--- src/hw/rtl/slrc_pkg.sv ---
// Shared types and constants for the sprite line renderer.
// No dependencies.
`timescale 1ns / 1ps
package slrc_pkg;

  localparam logic [1:0] MODE_RENDER = 2'd0;
  localparam logic [1:0] MODE_PIXEL  = 2'd1;
  localparam logic [1:0] MODE_COLL   = 2'd2;
  localparam logic [1:0] MODE_CLEAR  = 2'd3;

  localparam logic [1:0] REG_PPOS  = 2'd0;
  localparam logic [1:0] REG_MPOS  = 2'd1;
  localparam logic [1:0] REG_PSIZE = 2'd2;
  localparam logic [1:0] REG_MSIZE = 2'd3;

  localparam logic [9:0] POS_OFFSET = 10'h020;
  localparam logic [4:0] PLAYER_LAST_STEP = 5'd31;
  localparam logic [4:0] MISSILE_LAST_STEP = 5'd7;
  localparam logic [2:0] LAST_OBJ = 3'd7;

  typedef struct packed {
    logic       load;
    logic       clear_line;
    logic       clear_hits;
    logic       pix_rd;
    logic       draw_rd;
    logic       draw_wr;
    logic       out_load;
    logic [2:0] obj;
    logic [4:0] step;
  } cmd_t;

  typedef struct packed {
    logic drawable;
  } sts_t;

  // log2 of pixels per graphics bit: widths 1, 2, 1, 4
  function automatic logic [1:0] size_shift(logic [1:0] code);
    logic [1:0] r;
    case (code)
      2'd1:    r = 2'd1;
      2'd3:    r = 2'd2;
      default: r = 2'd0;
    endcase
    return r;
  endfunction

endpackage

--- src/hw/rtl/slrc_ctrl.sv ---
// Controller state machine: sequences render sweeps, reads and result handoff.
// Depends on slrc_pkg.
`timescale 1ns / 1ps
module slrc_ctrl import slrc_pkg::*; (
  input  logic       clk_i,
  input  logic       rst_ni,
  input  logic       in_valid_i,
  output logic       in_stall_o,
  input  logic [1:0] mode_i,
  output logic       out_valid_o,
  input  logic       out_stall_i,
  input  sts_t       sts_i,
  output cmd_t       cmd_o
);

  localparam logic [2:0] ST_IDLE    = 3'd0;
  localparam logic [2:0] ST_DRAW_RD = 3'd1;
  localparam logic [2:0] ST_DRAW_WR = 3'd2;
  localparam logic [2:0] ST_PIX_RD  = 3'd3;
  localparam logic [2:0] ST_DONE    = 3'd4;

  logic [2:0] state_q, state_d;
  logic [2:0] obj_q, obj_d;
  logic [4:0] step_q, step_d;
  logic       out_valid_q, out_valid_d;
  logic       accept;
  logic       last_step;

  assign in_stall_o  = (state_q != ST_IDLE);
  assign out_valid_o = out_valid_q;
  assign accept      = in_valid_i && !in_stall_o;
  assign last_step   = obj_q[2] ? (step_q == MISSILE_LAST_STEP) : (step_q == PLAYER_LAST_STEP);

  always_comb begin
    state_d     = state_q;
    obj_d       = obj_q;
    step_d      = step_q;
    out_valid_d = out_valid_q && out_stall_i;
    cmd_o       = '0;
    cmd_o.obj   = obj_q;
    cmd_o.step  = step_q;
    unique case (state_q)
      ST_IDLE: begin
        if (accept) begin
          cmd_o.load = 1'b1;
          obj_d      = '0;
          step_d     = '0;
          unique case (mode_i)
            MODE_RENDER: begin
              cmd_o.clear_line = 1'b1;
              state_d          = ST_DRAW_RD;
            end
            MODE_PIXEL: state_d = ST_PIX_RD;
            MODE_COLL:  state_d = ST_DONE;
            MODE_CLEAR: begin
              cmd_o.clear_hits = 1'b1;
              state_d          = ST_DONE;
            end
            default: state_d = ST_DONE;
          endcase
        end
      end
      ST_DRAW_RD, ST_DRAW_WR: begin
        if (state_q == ST_DRAW_RD && sts_i.drawable) begin
          cmd_o.draw_rd = 1'b1;
          state_d       = ST_DRAW_WR;
        end else begin
          cmd_o.draw_wr = (state_q == ST_DRAW_WR);
          state_d       = ST_DRAW_RD;
          if (last_step) begin
            step_d = '0;
            if (obj_q == LAST_OBJ) begin
              state_d = ST_DONE;
            end else begin
              obj_d = obj_q + 3'd1;
            end
          end else begin
            step_d = step_q + 5'd1;
          end
        end
      end
      ST_PIX_RD: begin
        cmd_o.pix_rd = 1'b1;
        state_d      = ST_DONE;
      end
      ST_DONE: begin
        if (!out_valid_q || !out_stall_i) begin
          cmd_o.out_load = 1'b1;
          out_valid_d    = 1'b1;
          state_d        = ST_IDLE;
        end
      end
      default: state_d = ST_IDLE;
    endcase
  end

  always_ff @(posedge clk_i or negedge rst_ni) begin
    if (!rst_ni) begin
      state_q     <= ST_IDLE;
      obj_q       <= '0;
      step_q      <= '0;
      out_valid_q <= 1'b0;
    end else begin
      state_q     <= state_d;
      obj_q       <= obj_d;
      step_q      <= step_d;
      out_valid_q <= out_valid_d;
    end
  end

endmodule

--- src/hw/rtl/slrc_datapath.sv ---
// Datapath: config registers, line overlay memory, hit registers, result register.
// Depends on slrc_pkg.
`timescale 1ns / 1ps
module slrc_datapath import slrc_pkg::*; #(
  parameter int LINE_PIXELS = 192
) (
  input  logic        clk_i,
  input  logic        rst_ni,
  input  logic        psel,
  input  logic        penable,
  input  logic        pwrite,
  input  logic [3:0]  paddr,
  input  logic [31:0] pwdata,
  output logic [31:0] prdata,
  input  logic [1:0]  mode_i,
  input  logic [7:0]  player0_bits_i,
  input  logic [7:0]  player1_bits_i,
  input  logic [7:0]  player2_bits_i,
  input  logic [7:0]  player3_bits_i,
  input  logic [7:0]  missile_bits_i,
  input  logic [7:0]  pixel_x_i,
  input  logic [2:0]  collision_sel_i,
  output logic [7:0]  read_data_o,
  input  cmd_t        cmd_i,
  output sts_t        sts_o
);

  localparam int AW = (LINE_PIXELS > 1) ? $clog2(LINE_PIXELS) : 1;

  logic [31:0] ppos_q, mpos_q;
  logic [7:0]  psize_q, msize_q;
  logic [1:0]  mode_q;
  logic [7:0]  pg_q [4];
  logic [7:0]  mb_q;
  logic [7:0]  px_q;
  logic [2:0]  sel_q;
  logic [3:0]  phits_q [4];
  logic [3:0]  mhits_q [4];
  logic [7:0]  mem_q [LINE_PIXELS];
  logic [LINE_PIXELS-1:0] valid_q;
  logic [7:0]  rdata_q;
  logic        rd_valid_q;
  logic [7:0]  out_q;

  logic [1:0]  n;
  logic        is_missile;
  logic [7:0]  pos;
  logic [1:0]  sh;
  logic [4:0]  b;
  logic        on;
  logic [9:0]  xs;
  logic [AW-1:0] xa, rd_addr;
  logic [7:0]  old_pix, new_pix;
  logic [3:0]  coll;
  logic [7:0]  pix_val;
  logic [7:0]  result;
  logic        wr_en;

  assign wr_en = psel && penable && pwrite;

  always_comb begin
    unique case (paddr[3:2])
      REG_PPOS:  prdata = ppos_q;
      REG_MPOS:  prdata = mpos_q;
      REG_PSIZE: prdata = {24'd0, psize_q};
      REG_MSIZE: prdata = {24'd0, msize_q};
      default:   prdata = '0;
    endcase
  end

  always_comb begin
    is_missile = cmd_i.obj[2];
    n          = is_missile ? ~cmd_i.obj[1:0] : cmd_i.obj[1:0];
    pos        = is_missile ? mpos_q[{n, 3'b000} +: 8] : ppos_q[{n, 3'b000} +: 8];
    sh         = size_shift(is_missile ? msize_q[{n, 1'b0} +: 2] : psize_q[{n, 1'b0} +: 2]);
    b          = cmd_i.step >> sh;
    if (is_missile) begin
      on = (b < 5'd2) && mb_q[{n, ~b[0]}];
    end else begin
      on = (b < 5'd8) && pg_q[n][3'd7 - b[2:0]];
    end
    xs       = {2'b00, pos} + {5'd0, cmd_i.step} - POS_OFFSET;
    xa       = xs[AW-1:0];
    sts_o.drawable = on && !xs[9] && (xs < 10'(LINE_PIXELS));
    rd_addr  = cmd_i.pix_rd ? px_q[AW-1:0] : xa;
    old_pix  = rd_valid_q ? rdata_q : 8'd0;
    new_pix  = is_missile ? (old_pix | (8'h10 << n)) : (old_pix | (8'h01 << n));
  end

  always_comb begin
    coll = '0;
    for (int m = 0; m < 4; m++) begin
      if (m < int'(sel_q[1:0])) begin
        coll[m] = phits_q[sel_q[1:0]][m];
      end else if (m > int'(sel_q[1:0])) begin
        coll[m] = phits_q[m][sel_q[1:0]];
      end
    end
    pix_val = (({1'b0, px_q} < 9'(LINE_PIXELS)) && rd_valid_q) ? rdata_q : 8'd0;
    case (mode_q)
      MODE_PIXEL: result = pix_val;
      MODE_COLL:  result = sel_q[2] ? {4'd0, mhits_q[sel_q[1:0]]} : {4'd0, coll};
      default:    result = 8'd0;
    endcase
  end

  assign read_data_o = out_q;

  always_ff @(posedge clk_i or negedge rst_ni) begin
    if (!rst_ni) begin
      ppos_q  <= 32'h20202020;
      mpos_q  <= 32'h20202020;
      psize_q <= 8'h55;
      msize_q <= 8'h55;
      valid_q <= '0;
      for (int i = 0; i < 4; i++) begin
        phits_q[i] <= '0;
        mhits_q[i] <= '0;
      end
    end else begin
      if (wr_en) begin
        unique case (paddr[3:2])
          REG_PPOS:  ppos_q  <= pwdata;
          REG_MPOS:  mpos_q  <= pwdata;
          REG_PSIZE: psize_q <= pwdata[7:0];
          REG_MSIZE: msize_q <= pwdata[7:0];
          default:   ppos_q  <= ppos_q;
        endcase
      end
      if (cmd_i.clear_line) begin
        valid_q <= '0;
      end else if (cmd_i.draw_wr) begin
        valid_q[xa] <= 1'b1;
      end
      if (cmd_i.clear_hits) begin
        for (int i = 0; i < 4; i++) begin
          phits_q[i] <= '0;
          mhits_q[i] <= '0;
        end
      end else if (cmd_i.draw_wr) begin
        if (is_missile) begin
          mhits_q[n] <= mhits_q[n] | old_pix[3:0];
        end else begin
          phits_q[n] <= phits_q[n] | new_pix[3:0];
        end
      end
    end
  end

  always_ff @(posedge clk_i) begin
    if (cmd_i.load) begin
      mode_q   <= mode_i;
      pg_q[0]  <= player0_bits_i;
      pg_q[1]  <= player1_bits_i;
      pg_q[2]  <= player2_bits_i;
      pg_q[3]  <= player3_bits_i;
      mb_q     <= missile_bits_i;
      px_q     <= pixel_x_i;
      sel_q    <= collision_sel_i;
    end
    if (cmd_i.pix_rd || cmd_i.draw_rd) begin
      rdata_q    <= mem_q[rd_addr];
      rd_valid_q <= valid_q[rd_addr];
    end
    if (cmd_i.draw_wr) begin
      mem_q[xa] <= new_pix;
    end
    if (cmd_i.out_load) begin
      out_q <= result;
    end
  end

endmodule

--- src/hw/rtl/sprite_line_render_collide_core.sv ---
// Top level of the sprite line renderer with collision detection.
// Depends on slrc_pkg, slrc_ctrl and slrc_datapath.
//
// Usage: one request on the input channel (mode plus graphics, pixel index,
// collision select) yields exactly one result on the output channel
// (read_data). Both channels use valid/stall; a request is taken when
// in_valid_i is high and in_stall_o low. in_stall_o stays high while a
// request is in progress.
// Sequence: render scans 4*32 + 4*8 = 160 pixel slots in ST_DRAW_RD and
// visits ST_DRAW_WR as well for each drawn pixel, set by the single
// read-modify-write port of the overlay memory. Read pixel passes through
// ST_PIX_RD; read collision and clear collisions go straight to ST_DONE.
// The result sits in an output register; a new request is taken while it
// waits. If the receiver still stalls when the next result is ready, the
// block holds it internally until the register frees.
// Reset: configuration returns to positions 0x20202020 and sizes 0x55, the
// overlay reads as zero through per-pixel valid flags, hit registers clear.
// No clearing pass is needed.
`timescale 1ns / 1ps
module sprite_line_render_collide_core import slrc_pkg::*; #(
  parameter int LINE_PIXELS = 192
) (
  input  logic        clk_i,
  input  logic        rst_ni,
  input  logic        psel,
  input  logic        penable,
  input  logic        pwrite,
  input  logic [3:0]  paddr,
  input  logic [31:0] pwdata,
  output logic [31:0] prdata,
  output logic        pready,
  input  logic        in_valid_i,
  output logic        in_stall_o,
  input  logic [1:0]  mode_i,
  input  logic [7:0]  player0_bits_i,
  input  logic [7:0]  player1_bits_i,
  input  logic [7:0]  player2_bits_i,
  input  logic [7:0]  player3_bits_i,
  input  logic [7:0]  missile_bits_i,
  input  logic [7:0]  pixel_x_i,
  input  logic [2:0]  collision_sel_i,
  output logic        out_valid_o,
  input  logic        out_stall_i,
  output logic [7:0]  read_data_o
);

  cmd_t cmd;
  sts_t sts;

  assign pready = 1'b1;

  slrc_ctrl u_ctrl (
    .clk_i       (clk_i),
    .rst_ni      (rst_ni),
    .in_valid_i  (in_valid_i),
    .in_stall_o  (in_stall_o),
    .mode_i      (mode_i),
    .out_valid_o (out_valid_o),
    .out_stall_i (out_stall_i),
    .sts_i       (sts),
    .cmd_o       (cmd)
  );

  slrc_datapath #(.LINE_PIXELS(LINE_PIXELS)) u_dp (
    .clk_i           (clk_i),
    .rst_ni          (rst_ni),
    .psel            (psel),
    .penable         (penable),
    .pwrite          (pwrite),
    .paddr           (paddr),
    .pwdata          (pwdata),
    .prdata          (prdata),
    .mode_i          (mode_i),
    .player0_bits_i  (player0_bits_i),
    .player1_bits_i  (player1_bits_i),
    .player2_bits_i  (player2_bits_i),
    .player3_bits_i  (player3_bits_i),
    .missile_bits_i  (missile_bits_i),
    .pixel_x_i       (pixel_x_i),
    .collision_sel_i (collision_sel_i),
    .read_data_o     (read_data_o),
    .cmd_i           (cmd),
    .sts_o           (sts)
  );

endmodule

--- config.mk ---
export PLATFORM = sky130hd
export DESIGN_NAME = sprite_line_render_collide_core
export DESIGN_NICKNAME = d
export VERILOG_FILES = /design/src/hw/rtl/slrc_pkg.sv /design/src/hw/rtl/slrc_ctrl.sv /design/src/hw/rtl/slrc_datapath.sv /design/src/hw/rtl/sprite_line_render_collide_core.sv
export SDC_FILE = /design/constraint.sdc
export NUM_CORES = 2
export LEC_CHECK = 0
export ABC_AREA = 1
export BUFFER_PORTS_ARGS = -buffer_cell sky130_fd_sc_hd__buf_2
export CAP_MARGIN = 10
export CORE_MARGIN = 3
export CORE_UTILIZATION = 49
export CTS_BUF_LIST = sky130_fd_sc_hd__clkbuf_8
export CTS_CLUSTER_SIZE = 14
export DETAILED_ROUTE_END_ITERATION = 8
export PLACE_DENSITY_LB_ADDON = 0.05
export SYNTH_ARGS = -nofsm -noshare
export SYNTH_HDL_FRONTEND = slang
export SYNTH_SLANG_ARGS = --single-unit
export TNS_END_PERCENT = 50
--- constraint.sdc ---
create_clock -name clk_i -period 9.4 [get_ports clk_i]
set_input_delay 1.41 -clock clk_i [delete_from_list [all_inputs] [get_ports clk_i]]
set_output_delay 1.41 -clock clk_i [all_outputs]
set_load 0.02 [all_outputs]
==> reports/metrics.yaml <==
clock_network:
  post-cts-setup-buffers: 0
  worstSkewPairLatency_ns: 1.06
  cts_tree: "done"
  ctsRootBufferMaster: "clkbuf_8"
  clock-sinks: 1918
  h-tree-depth: 5
  post_cts_resized: 0
  clk_path_buf_depth: 4
  path_clk_slew_ns: 0.07
  hold_buffers: 0
  cts_made_buffers: 334
timing:
  finalCritPeriodShare_pct: 77.7
  tightestPinTransition_ns: 1.19
  finalHoldViolations: 0
  grt_setup_unrepaired: "no"
  slew_violations: 0
  setup_viol: 0
  fin_skew_ns: 0.0732
  period_minus_slack_ns: 7.31
  max_freq_mhz: 137
  slew_headroom_pct: 20.1
  fin_tns_setup_ns: 0
routing:
  drt-total-wl_mm: 227
  route.antenna.remaining_nets: 0
  via_count: 53200
  drtIter0Drc: 5819
  drc: 0
  routedWlPerCell_um: 25.1
  first_pass_iters: 6
  via_per_inst: 5.87
floorplanning:
  die_h_um: 410
  die_w_um: 410
  ios: 139
  rows: 147
  die-area_um2: 168000
  initial_core_util_pct: 49.6
  core_area_um2: 161000
yosys:
  async_reset_ff_share_pct: 16.3
  synth-simple-area-share_pct: 11.8
  synth_top_area_cell: "edfxtp_1"
  synth-adder-area-share_pct: 0.244
  post_synth.cell_area_avg_um2: 12.2
  synth_area_um2: 80100
  synth_mux_area_share_pct: 0
  synth_edf_count: 1606
  synth_area_leaders: "edfxtp_1 60%, dfrtp_1 9.2%, o21ai_0 5.5%, nor2_1 4.4%, o211ai_1 3.3%"
  synth_seq_cells: 1918
  yosys_warnings: 0
  ys_seq_area_share_pct: 70.0
  ys_types: 54
  synth-compound-area-share_pct: 14.0
  synthCells: 6562
  synth-xor-area-share_pct: 0.0422
  syn-num-nets: 6673
  synth_top_family_by_area: "compound AO/OA/AOI/OAI gates"
  synth_flop_cell: "edfxtp_1"
  netlist.area_leader.share_pct: 60.2
critical_path:
  critPathLaunch: "u_ctrl.obj_q[2]"
  crit_path_top_delay_cell: "o21ai_4"
  crit_type: "reg -> reg"
  crit_fanout: 89
  arrival_ns: 8.09
  reg2regPathDepth: 21
  r2r-start: "u_ctrl.obj_q[2]"
  crit_path_start_kind: "flop"
  cp-end-kind: "flop"
  regToRegEndpoint: "u_dp.rdata_q[0]"
  worst_path_largest_cell_delay_ns: 0.84
  endpoint: "u_dp.rdata_q[0]"
  crit_chain: "inv_2 -> ha_1 -> buf_4 -> inv_2 -> nand2_4 -> inv_2 -> a22oi_1 -> nand3_1 -> ha_1 -> fa_1 -> xor2_1 -> inv_1 -> o21ai_4 -> inv_8 -> buf_12 -> o211ai_1 -> nand3_1 -> nand3_1 -> nand2_1 -> nand2_1 -> nand2_1"
  regToRegSetupSlack_ns: 2.09
  cp.required_ns: 10.18
global_route:
  grt.total_usage_pct: 26.7
  grt_pass1_wl_mm: 337
  antenna_found_initial: 7
  grt_remaining_overflow: 0
  grt_pass1_vias: 51700
  grt_max_degree: 194
job:
  maxCapViolations: 0
place:
  gp_congestion: 0.847
  place_area_um2: 82600
  hpwlAfterDp_mm: 123
  port_buffers: 135
cells_and_area:
  fillers: 14000
  nNetsFinal: 6756
  fin_area_um2: 88700
  area_delta_synth_final_pct: 10.7
  drive_above_1_share_pct: 14.8
hold_path:
  hp-class: "in -> async"
outcome:
  status: "complete, no violations"
-- worst min-delay path by stage --
| stage | from | end | slack [ns] | cells past startpoint |
|---|---|---|---|---|
| 6_report | rst_ni | u_dp.mpos_q[7] | 0.46 | 1 |
| 2_1_floorplan | u_dp.ppos_q[10] | u_dp.ppos_q[10] | 0.45 | 2 |
| 5_1_grt | rst_ni | u_dp.mpos_q[6] | 0.49 | 1 |
| 3_5_place_dp | u_dp.ppos_q[14] | u_dp.ppos_q[14] | 0.47 | 2 |
| 3_3_place_gp | u_dp.ppos_q[11] | u_dp.ppos_q[11] | 0.47 | 2 |
| 4_1_cts | rst_ni | u_dp.ppos_q[30] | 0.41 | 1 |
-- state kept, by name, summed over array words and instances (netlist names), 5 cells and up --
signal            cells
u_dp.mem_q         1536
u_dp.valid_q        192
u_dp.mpos_q          32
u_dp.pg_q            32
u_dp.ppos_q          32
u_dp.mhits_q         16
u_dp.phits_q         12
u_dp.mb_q             8
u_dp.msize_q          8
u_dp.psize_q          8
u_dp.px_q             8
u_dp.rdata_q          8
u_dp.read_data_o      8
u_ctrl.step_q         5
-- per-stage QoR --
step	utilization [%]	hold WS (ns)	cells	setup slack (ns)
global route	54.9	0.491	9060	1.69
detailed placement	51.2	0.473	8469	2.12
finish	54.9	0.458	9060	2.09
global placement	51.2	0.467	8469	2.14
floorplan	-	0.453	6562	-0.898
CTS	54.9	0.407	9057	2.10
-- per-layer routing --
layer | share of wire (%) | up-vias | track usage [%] | wire length (um)
met5 | 0.082 | - | 0.546 | 185
met4 | 3.2 | 12 | 9.18 | 7240
met3 | 7.0 | 433 | 5.22 | 16000
met2 | 46 | 1895 | 40.9 | 105000
met1 | 44 | 26600 | 38.2 | 98900
li1 | - | 24200 | - | -
-- layout by cell type, fill, tap and decap left out, drive strengths merged, types with 5 or more instances in the layout --
cell type / instances
edfxtp: 1606
nand4: 14
o2111ai: 5
clkbuf: 369
clkinvlp: 6
o221ai: 221
dfrtp: 296
inv: 471
dfstp: 16
nand3: 409
o21ai: 879
nand2: 424
a21oi: 132
o21ba: 64
o211ai: 347
nor2: 1064
nor3: 7
or2: 130
clkinv: 66
a22oi: 9
o22ai: 113
ha: 14
buf: 210
-- critical path, delay by kind of cell (launching register included) --
kind / cells / cell delay (ns)
fa+ha+maj: 3 / 1.05
xor+xnor: 1 / 0.33
flops: 1 / 0.64
simple gates: 7 / 1.18
buf+inv: 7 / 2.07
compound gates: 3 / 1.63
-- logic make-up after synthesis --
| family | after synthesis |
|---|---|
| buffers and inverters | 791 |
| AND/OR/NAND/NOR | 2053 |
| other | 1 |
| adder cells (fa/ha/maj) | 15 |
| flip-flops | 1918 |
| XOR/XNOR | 3 |
| AO/OA/AOI/OAI | 1781 |
-- final cells by class --
type	count	area, um^2	share of cell area (%)
inverter	328	1260	1.42
antenna	3	7.51	0.00846
timing repair buffer	210	1520	1.72
multi-input combinational	3853	21100	23.8
clock inverter	219	1010	1.13
tap	2160	2700	3.05
sequential	1918	56100	63.2
clock buffer	369	5080	5.72
-- cell usage after synthesis, types with 2 or more instances --
cell type / n
a21oi_2: 2
nor2_2: 53
nand2_2: 13
a22oi_2: 3
clkbuf_1: 350
ha_1: 14
buf_8: 4
inv_2: 11
o21ai_2: 2
nor3_1: 7
xor2_1: 2
a221oi_1: 2
buf_4: 5
nand4_1: 14
a211oi_1: 4
edfxtp_1: 1606
nor2_1: 937
o2111ai_1: 5
o21ai_0: 876
o22ai_1: 113
dfstp_2: 16
buf_1: 38
buf_6: 8
or2_2: 130
o21ba_1: 4
nor2_4: 72
nand3_1: 407
a21oi_4: 3
o211ai_1: 347
nand2_4: 13
buf_2: 58
nor2_8: 2
nor4_1: 3
o221ai_1: 221
a21oi_1: 127
o21ba_2: 60
a22oi_1: 6
clkinv_1: 2
dfrtp_1: 296
nand2_1: 398
inv_1: 315
Power is left out: the tool's default activity adds up to more than one toggle a clock period on the data nets, which glitch-free logic cannot reach.
